--- src/rtl/core/dcrf_pkg.sv ---
package dcrf_pkg;

  localparam int DATA_W     = 8;
  localparam int BUS_ADDR_W = 16;
  localparam int SLOT_W     = 4;
  localparam int SLOTS      = 16;
  localparam int MAX_CHANNELS = 8;

  localparam logic [15:0] REG_MASK         = 16'hff8f;
  localparam logic [15:0] REG_BASE         = 16'h4300;
  localparam logic [15:0] REG_SPARE        = 16'h430b;
  localparam logic [15:0] REG_SPARE_MIRROR = 16'h430f;
  localparam logic [15:0] ADDR_DMAEN       = 16'h420b;
  localparam logic [15:0] ADDR_HDMAEN      = 16'h420c;

  localparam logic [SLOT_W-1:0] SLOT_SPARE = REG_SPARE[SLOT_W-1:0];
  localparam logic [SLOT_W-1:0] SLOT_LAST  = REG_SPARE[SLOT_W-1:0];
  localparam logic [SLOT_W-1:0] SLOT_MIRROR = REG_SPARE_MIRROR[SLOT_W-1:0];

  localparam logic ACT_READ  = 1'b0;
  localparam logic ACT_WRITE = 1'b1;

  typedef struct packed {
    logic              is_write;
    logic              hit_dmaen;
    logic              hit_hdmaen;
    logic              chan_hit;
    logic [2:0]        chan;
    logic [SLOT_W-1:0] slot;
  } dec_t;

endpackage

--- src/rtl/core/dcrf_if.sv ---
interface dcrf_in_if;
  logic        valid;
  logic        ready;
  logic        action;
  logic [15:0] address;
  logic [7:0]  data;

  modport source (output valid, action, address, data, input ready);
  modport sink (input valid, action, address, data, output ready);
endinterface

interface dcrf_out_if;
  logic       valid;
  logic       ready;
  logic [7:0] read_data;
  logic [7:0] dma_enable_mask;
  logic [7:0] hdma_enable_mask;
  logic       dma_pending;

  modport source (output valid, read_data, dma_enable_mask, hdma_enable_mask, dma_pending,
                  input ready);
  modport sink (input valid, read_data, dma_enable_mask, hdma_enable_mask, dma_pending,
                output ready);
endinterface

--- src/rtl/core/dma_channel_register_file.sv ---
// result: registered, valid in the cycle after its bus word is accepted
// throughput: one word per cycle unless the output stalls, set by the single-port channel byte memory
// the enable masks and pending flag shown are those after the access
// reset: synchronous active-low, clears enables, pending, output valid and
// the per-entry valid bits so every channel register reads zero
module dma_channel_register_file #(
  parameter int CHANNELS = dcrf_pkg::MAX_CHANNELS
) (
  input  logic      clk,
  input  logic      rst_n,
  dcrf_in_if.sink   in_chan,
  dcrf_out_if.source out_chan
);
  import dcrf_pkg::*;

  localparam int DEPTH = CHANNELS * SLOTS;
  localparam int IDX_W = $clog2(DEPTH);
  localparam logic [7:0] CHAN_MASK = 8'((16'd1 << CHANNELS) - 16'd1);

  dec_t             dec;
  logic             accept;
  logic [IDX_W-1:0] mem_idx;
  logic [7:0]       mem_rdata;

  logic       out_valid_r, out_valid_nxt;
  logic       mem_sel_r;
  logic [7:0] data_r;
  logic [7:0] dmaen_r, dmaen_nxt;
  logic [7:0] hdmaen_r, hdmaen_nxt;
  logic       pending_r, pending_nxt;

  dcrf_decode #(
    .CHANNELS (CHANNELS)
  ) u_decode (
    .action  (in_chan.action),
    .address (in_chan.address),
    .dec     (dec)
  );

  assign mem_idx = IDX_W'({dec.chan, dec.slot});

  dcrf_chan_mem #(
    .CHANNELS (CHANNELS),
    .DEPTH    (DEPTH),
    .IDX_W    (IDX_W)
  ) u_chan_mem (
    .clk   (clk),
    .rst_n (rst_n),
    .rd_en (accept && !dec.is_write),
    .wr_en (accept && dec.is_write && !dec.hit_dmaen && !dec.hit_hdmaen && dec.chan_hit),
    .idx   (mem_idx),
    .wdata (in_chan.data),
    .rdata (mem_rdata)
  );

  assign in_chan.ready = !out_valid_r || out_chan.ready;
  assign accept        = in_chan.valid && in_chan.ready;

  always_comb begin
    out_valid_nxt = out_valid_r;
    dmaen_nxt     = dmaen_r;
    hdmaen_nxt    = hdmaen_r;
    pending_nxt   = pending_r;
    if (out_chan.ready) begin
      out_valid_nxt = 1'b0;
    end
    if (accept) begin
      out_valid_nxt = 1'b1;
      if (dec.is_write && dec.hit_dmaen) begin
        dmaen_nxt = in_chan.data & CHAN_MASK;
        if (in_chan.data != 8'd0) begin
          pending_nxt = 1'b1;
        end
      end
      if (dec.is_write && dec.hit_hdmaen) begin
        hdmaen_nxt = in_chan.data & CHAN_MASK;
      end
    end
  end

  always_ff @(posedge clk) begin
    if (!rst_n) begin
      out_valid_r <= 1'b0;
      dmaen_r     <= '0;
      hdmaen_r    <= '0;
      pending_r   <= 1'b0;
    end else begin
      out_valid_r <= out_valid_nxt;
      dmaen_r     <= dmaen_nxt;
      hdmaen_r    <= hdmaen_nxt;
      pending_r   <= pending_nxt;
    end
  end

  // unmapped reads return the open-bus value, writes return zero
  always_ff @(posedge clk) begin
    if (accept) begin
      mem_sel_r <= !dec.is_write && dec.chan_hit;
      data_r    <= dec.is_write ? 8'd0 : in_chan.data;
    end
  end

  assign out_chan.valid            = out_valid_r;
  assign out_chan.read_data        = mem_sel_r ? mem_rdata : data_r;
  assign out_chan.dma_enable_mask  = dmaen_r;
  assign out_chan.hdma_enable_mask = hdmaen_r;
  assign out_chan.dma_pending      = pending_r;
endmodule

--- src/rtl/core/dcrf_decode.sv ---
module dcrf_decode #(
  parameter int CHANNELS = 8
) (
  input  logic                 action,
  input  logic [15:0]          address,
  output dcrf_pkg::dec_t       dec
);
  import dcrf_pkg::*;

  logic [15:0] reg_addr;
  logic        reg_hit;
  logic        chan_ok;

  assign reg_addr = address & REG_MASK;
  assign reg_hit  = (reg_addr[15:SLOT_W] == REG_BASE[15:SLOT_W]) &&
                    ((reg_addr[SLOT_W-1:0] <= SLOT_LAST) ||
                     (reg_addr[SLOT_W-1:0] == SLOT_MIRROR));
  assign chan_ok  = {1'b0, address[6:4]} < 4'(CHANNELS);

  always_comb begin
    dec.is_write   = (action == ACT_WRITE);
    dec.hit_dmaen  = (address == ADDR_DMAEN);
    dec.hit_hdmaen = (address == ADDR_HDMAEN);
    dec.chan_hit   = reg_hit && chan_ok;
    dec.chan       = address[6:4];
    // mirror offset folds onto the spare byte
    dec.slot       = (reg_addr[SLOT_W-1:0] == SLOT_MIRROR) ? SLOT_SPARE
                                                            : reg_addr[SLOT_W-1:0];
  end
endmodule

--- src/rtl/core/dcrf_chan_mem.sv ---
module dcrf_chan_mem #(
  parameter int CHANNELS = 8,
  parameter int DEPTH    = CHANNELS * dcrf_pkg::SLOTS,
  parameter int IDX_W    = $clog2(DEPTH)
) (
  input  logic             clk,
  input  logic             rst_n,
  input  logic             rd_en,
  input  logic             wr_en,
  input  logic [IDX_W-1:0] idx,
  input  logic [7:0]       wdata,
  output logic [7:0]       rdata
);
  import dcrf_pkg::*;

  logic [7:0]       mem [DEPTH];
  logic [DEPTH-1:0] vld_r;
  logic [7:0]       rd_r;
  logic             rd_vld_r;

  always_ff @(posedge clk) begin
    if (wr_en) begin
      mem[idx] <= wdata;
    end
    if (rd_en) begin
      rd_r <= mem[idx];
    end
  end

  // entries never written read as zero
  always_ff @(posedge clk) begin
    if (!rst_n) begin
      vld_r    <= '0;
      rd_vld_r <= 1'b0;
    end else begin
      if (wr_en) begin
        vld_r[idx] <= 1'b1;
      end
      if (rd_en) begin
        rd_vld_r <= vld_r[idx];
      end
    end
  end

  assign rdata = rd_vld_r ? rd_r : '0;
endmodule

--- src/flat_wrapper.sv ---
// flat-port wrapper written by rule: the top's interface ports become plain ports
module dma_channel_register_file_flat import dcrf_pkg::*;
#(
  parameter int CHANNELS = dcrf_pkg::MAX_CHANNELS
)
  (clk, rst_n, in_chan_valid, in_chan_action, in_chan_address, in_chan_data, in_chan_ready, out_chan_valid, out_chan_read_data, out_chan_dma_enable_mask, out_chan_hdma_enable_mask, out_chan_dma_pending, out_chan_ready);
  dcrf_in_if in_chan_i ();
  dcrf_out_if out_chan_i ();
  input  logic clk;
  input  logic rst_n;
  input wire logic [$bits(in_chan_i.valid)-1:0] in_chan_valid;
  input wire logic [$bits(in_chan_i.action)-1:0] in_chan_action;
  input wire logic [$bits(in_chan_i.address)-1:0] in_chan_address;
  input wire logic [$bits(in_chan_i.data)-1:0] in_chan_data;
  output wire logic [$bits(in_chan_i.ready)-1:0] in_chan_ready;
  output wire logic [$bits(out_chan_i.valid)-1:0] out_chan_valid;
  output wire logic [$bits(out_chan_i.read_data)-1:0] out_chan_read_data;
  output wire logic [$bits(out_chan_i.dma_enable_mask)-1:0] out_chan_dma_enable_mask;
  output wire logic [$bits(out_chan_i.hdma_enable_mask)-1:0] out_chan_hdma_enable_mask;
  output wire logic [$bits(out_chan_i.dma_pending)-1:0] out_chan_dma_pending;
  input wire logic [$bits(out_chan_i.ready)-1:0] out_chan_ready;
  assign in_chan_i.valid = in_chan_valid;
  assign in_chan_i.action = in_chan_action;
  assign in_chan_i.address = in_chan_address;
  assign in_chan_i.data = in_chan_data;
  assign in_chan_ready = in_chan_i.ready;
  assign out_chan_valid = out_chan_i.valid;
  assign out_chan_read_data = out_chan_i.read_data;
  assign out_chan_dma_enable_mask = out_chan_i.dma_enable_mask;
  assign out_chan_hdma_enable_mask = out_chan_i.hdma_enable_mask;
  assign out_chan_dma_pending = out_chan_i.dma_pending;
  assign out_chan_i.ready = out_chan_ready;
  dma_channel_register_file #(.CHANNELS(CHANNELS)) u_core (.clk(clk), .rst_n(rst_n), .in_chan(in_chan_i), .out_chan(out_chan_i));
endmodule
--- config.mk ---
export PLATFORM = sky130hd
export DESIGN_NAME = dma_channel_register_file_flat
export DESIGN_NICKNAME = d
export VERILOG_FILES = /design/src/rtl/core/dcrf_pkg.sv /design/src/rtl/core/dcrf_if.sv /design/src/rtl/core/dma_channel_register_file.sv /design/src/rtl/core/dcrf_decode.sv /design/src/rtl/core/dcrf_chan_mem.sv /design/src/flat_wrapper.sv
export SDC_FILE = /design/constraint.sdc
export NUM_CORES = 1
export LEC_CHECK = 0
export BUFFER_PORTS_ARGS = -buffer_cell sky130_fd_sc_hd__buf_2
export CAP_MARGIN = 10
export CORE_MARGIN = 5
export CORE_UTILIZATION = 35
export DETAILED_ROUTE_END_ITERATION = 10
export GPL_TIMING_DRIVEN = 0
export HOLD_SLACK_MARGIN = 0.15
export PLACE_DENSITY = 0.51
export SYNTH_ARGS = -nofsm -noshare
export SYNTH_HDL_FRONTEND = slang
export SYNTH_SLANG_ARGS = --single-unit
--- constraint.sdc ---
create_clock -name clk -period 9.2 [get_ports clk]
set_input_delay 2.76 -clock clk [delete_from_list [all_inputs] [get_ports clk]]
set_output_delay 2.76 -clock clk [all_outputs]
set_load 0.01 [all_outputs]
==> impl_metrics.ini <==
[outcome]
status = finished clean

[grt]
globalRouteTotalUtil = 0.1868
grt_pass1_wl_um = 180200
grt_pass1_vias = 24070
grt_antenna_before_repair = 4
grt_max_degree = 103
overflow = 0

[synth]
synthTopCellsByCount = 1041 x edfxtp_1, 331 x mux4_2, 147 x dfxtp_1, 102 x nor2_1, 97 x o21a_1
synthSimpleGateAreaFrac = 0.02777
synth_fa_ha_area_frac = 0
synth_top_family_by_area = multiplexers
yosysUniqueCellTypes = 49
synth_area_leader_cell = edfxtp_1
synth_top_area_frac = 0.6849
synth-main-ff-cell = edfxtp_1
synth_enable_flop_cells = 1041
avgSynthCellArea_um2 = 20.94
synthArstFlopShare = 0
ys_ff_latch = 1188
yosysSeqAreaShare = 0.7494
netlist_instances = 2180
synthMuxAreaShare = 0.1791
synth.most_common_cell = edfxtp_1
syn_area_um2 = 45640
synth.area.top_cells = edfxtp_1 68%, mux4_2 16%, dfxtp_1 6.4%
synth_compound_area_frac = 0.02840
yosys_warnings = 0
synth_xor_area_frac = 0

[setup_path]
ff2ff_setup_slack_ps = 5390
cp_max_fo = 10
arrival_ps = 7130
critPathCaptureType = flop
timing.rr.end = u_core.u_chan_mem.mem[33][2]$_DFFE_PP_
startpoint = in_chan_address[1]
start_kind = primary input
path_class = in2reg
required_ps = 9510
crit-reg2reg-launch = u_core.out_chan.valid$_SDFFE_PN0P_
reg2reg_depth = 5
cp-endpoint = u_core.u_chan_mem.mem[33][2]$_DFFE_PP_

[clock_network]
clockBufferDepth = 3
post-cts-setup-buffers = 0
holdBufCountCts = 0
ctsRootBufferMaster = clkbuf_16
numCtsBuffers = 120
cts_sinks = 1188
htreeDepth = 3
cts_resized = 0
clk_pin_slew_ps = 60
cts_tree = yes
clk_latency_ps = 710

[detailed_routing]
num_vias = 23470
wire_per_inst_um = 28.72
vias_per_cell = 5.236
drt_wl_total_um = 128700
first_pass_iters = 5
drt_iter0_markers = 2673
ant_nets = 0
route.detailed.drc = 0

[min_path]
hp-class = reg2reg

[timing]
fin_crit_sh = 0.7409
maxSlewHeadroom = 0.1204
max_freq_mhz = 146.7
fin_tns_setup_ps = 0
slew_violations = 0
period_minus_slack_ps = 6816
finalClockSkew_ps = 32.78
rsz0062_at_grt = false
timing_hold_violations_final = 0
tightestPinTransition_ps = 1315
setup_viol = 0

[finish]
area_delta_synth_final_pct = 16.86
insertedDiodeCount = 0
stdcell_area_um2 = 53340
fin_nets = 2668
fin_util = 0.4119
drive_above_1_share = 0.2423

[floorplan]
io_pins = 56
core_um2 = 129500
initial_core_util = 0.3525
dieArea_um2 = 137700
die_y_um = 371.1
die_w_um = 371.1
num_rows = 132

[power]
p_leak_nw = 17.59
ir_worst_vdd_v = 0.0001580
powerDensity_nw_per_um2 = 213.8

[flow_run]
cap_violations = 0

[place]
gp_congestion = 0.9073
post_dp_cell_area_um2 = 49470
io_buffer_count = 52
dp_hpwl_um = 86700
worst min-delay path by stage:
stage                                               from                                         to  cells after the start
2_1_floorplan  u_core.u_chan_mem.vld_r[110]$_SDFFE_PN0P_  u_core.u_chan_mem.vld_r[110]$_SDFFE_PN0P_                      1
3_3_place_gp    u_core.u_chan_mem.vld_r[14]$_SDFFE_PN0P_   u_core.u_chan_mem.vld_r[14]$_SDFFE_PN0P_                      1
3_5_place_dp   u_core.u_chan_mem.vld_r[110]$_SDFFE_PN0P_  u_core.u_chan_mem.vld_r[110]$_SDFFE_PN0P_                      1
4_1_cts         u_core.u_chan_mem.vld_r[62]$_SDFFE_PN0P_   u_core.u_chan_mem.vld_r[62]$_SDFFE_PN0P_                      1
5_1_grt         u_core.u_chan_mem.vld_r[95]$_SDFFE_PN0P_   u_core.u_chan_mem.vld_r[95]$_SDFFE_PN0P_                      1
6_report        u_core.u_chan_mem.vld_r[35]$_SDFFE_PN0P_   u_core.u_chan_mem.vld_r[35]$_SDFFE_PN0P_                      1
cell type report:
cell class,count,area (um^2)
clock buffer,162,3244
timing repair buffer,82,733.2
clock inverter,61,566.8
fill,11580,76140
sequential,1188,34200
multi-input combinational,1107,11710
tap,1742,2180
buffer,126,648.1
inverter,14,52.55
kinds of logic (layout without fill, tap and decap cells):
| kind of cell | after synthesis | count (layout) |
|---|---|---|
| DFF | 1188 | 1188 |
| muxes | 401 | 401 |
| and+or+nand+nor | 267 | 267 |
| AOI/OAI and AO/OA | 183 | 183 |
| buffers and inverters | 140 | 445 |
| other | 1 | 256 |
routing by layer:
metal	routed length, um	GRT usage	vias up	part of all wire
met5	13	0	-	0.00010
met4	4966	0.06777	2	0.039
met3	9347	0.03688	226	0.073
met2	60300	0.2988	960	0.47
met1	54080	0.2558	12610	0.42
li1	-	-	9673	-
critical path: stages:
cell	delay [ps]
buf_2	120
buf_4	210
buf_6	280
buf_4	320
buf_4	330
and2_1	220
o211ai_1	330
nor3_1	970
nand2_1	450
nor2_1	1110
through the flow:
step	hold WS (ps)	cells	setup slack, ps	power (mW)
2_1_floorplan	424.1	2435	3492	6.447
4_1_cts	459.6	4476	2387	11.51
3_3_place_gp	436.7	4229	1420	6.765
3_5_place_dp	441.2	4253	1597	6.786
5_1_grt	476.6	4482	2348	11.76
6_report	459.7	4482	2384	11.41
state kept, by name (all words and copies together), names as in the netlist:
signal                            cells
u_core.out_chan.dma_pending           1
u_core.u_chan_mem.rd_r                8
u_core.out_chan.dma_enable_mask       8
u_core.u_chan_mem.mem              1024
u_core.out_chan.hdma_enable_mask      8
u_core.u_chan_mem.vld_r             128
u_core.mem_sel_r                      1
u_core.u_chan_mem.rd_vld_r            1
u_core.data_r                         8
u_core.out_chan.valid                 1
where the power goes:
group,internal [mW],total [mW],switching (mW)
sequential,5.97,5.99,0.0218
combinational,0.245,0.683,0.438
clock,2.72,4.74,2.02
total,8.93,11.4,2.48
layout by cell type (no fill, tap or decap), types with 9 or more instances in the layout:
cell type	count
o21ai_0	18
bufinv_16	9
nand2_1	57
mux2i_1	56
inv_1	13
dfxtp_1	147
and2_1	36
clkbuf_16	123
o221ai_1	9
o21a_1	97
clkinv_1	26
clkbuf_1	87
buf_4	36
nand3_1	12
nor2_1	96
mux4_2	331
a21oi_1	24
nor2b_1	28
conb_1	256
edfxtp_1	1041
buf_1	9
mux2_2	14
clkinv_2	21
buf_2	81
buf_6	21
Power figures use the tool's default switching activity.
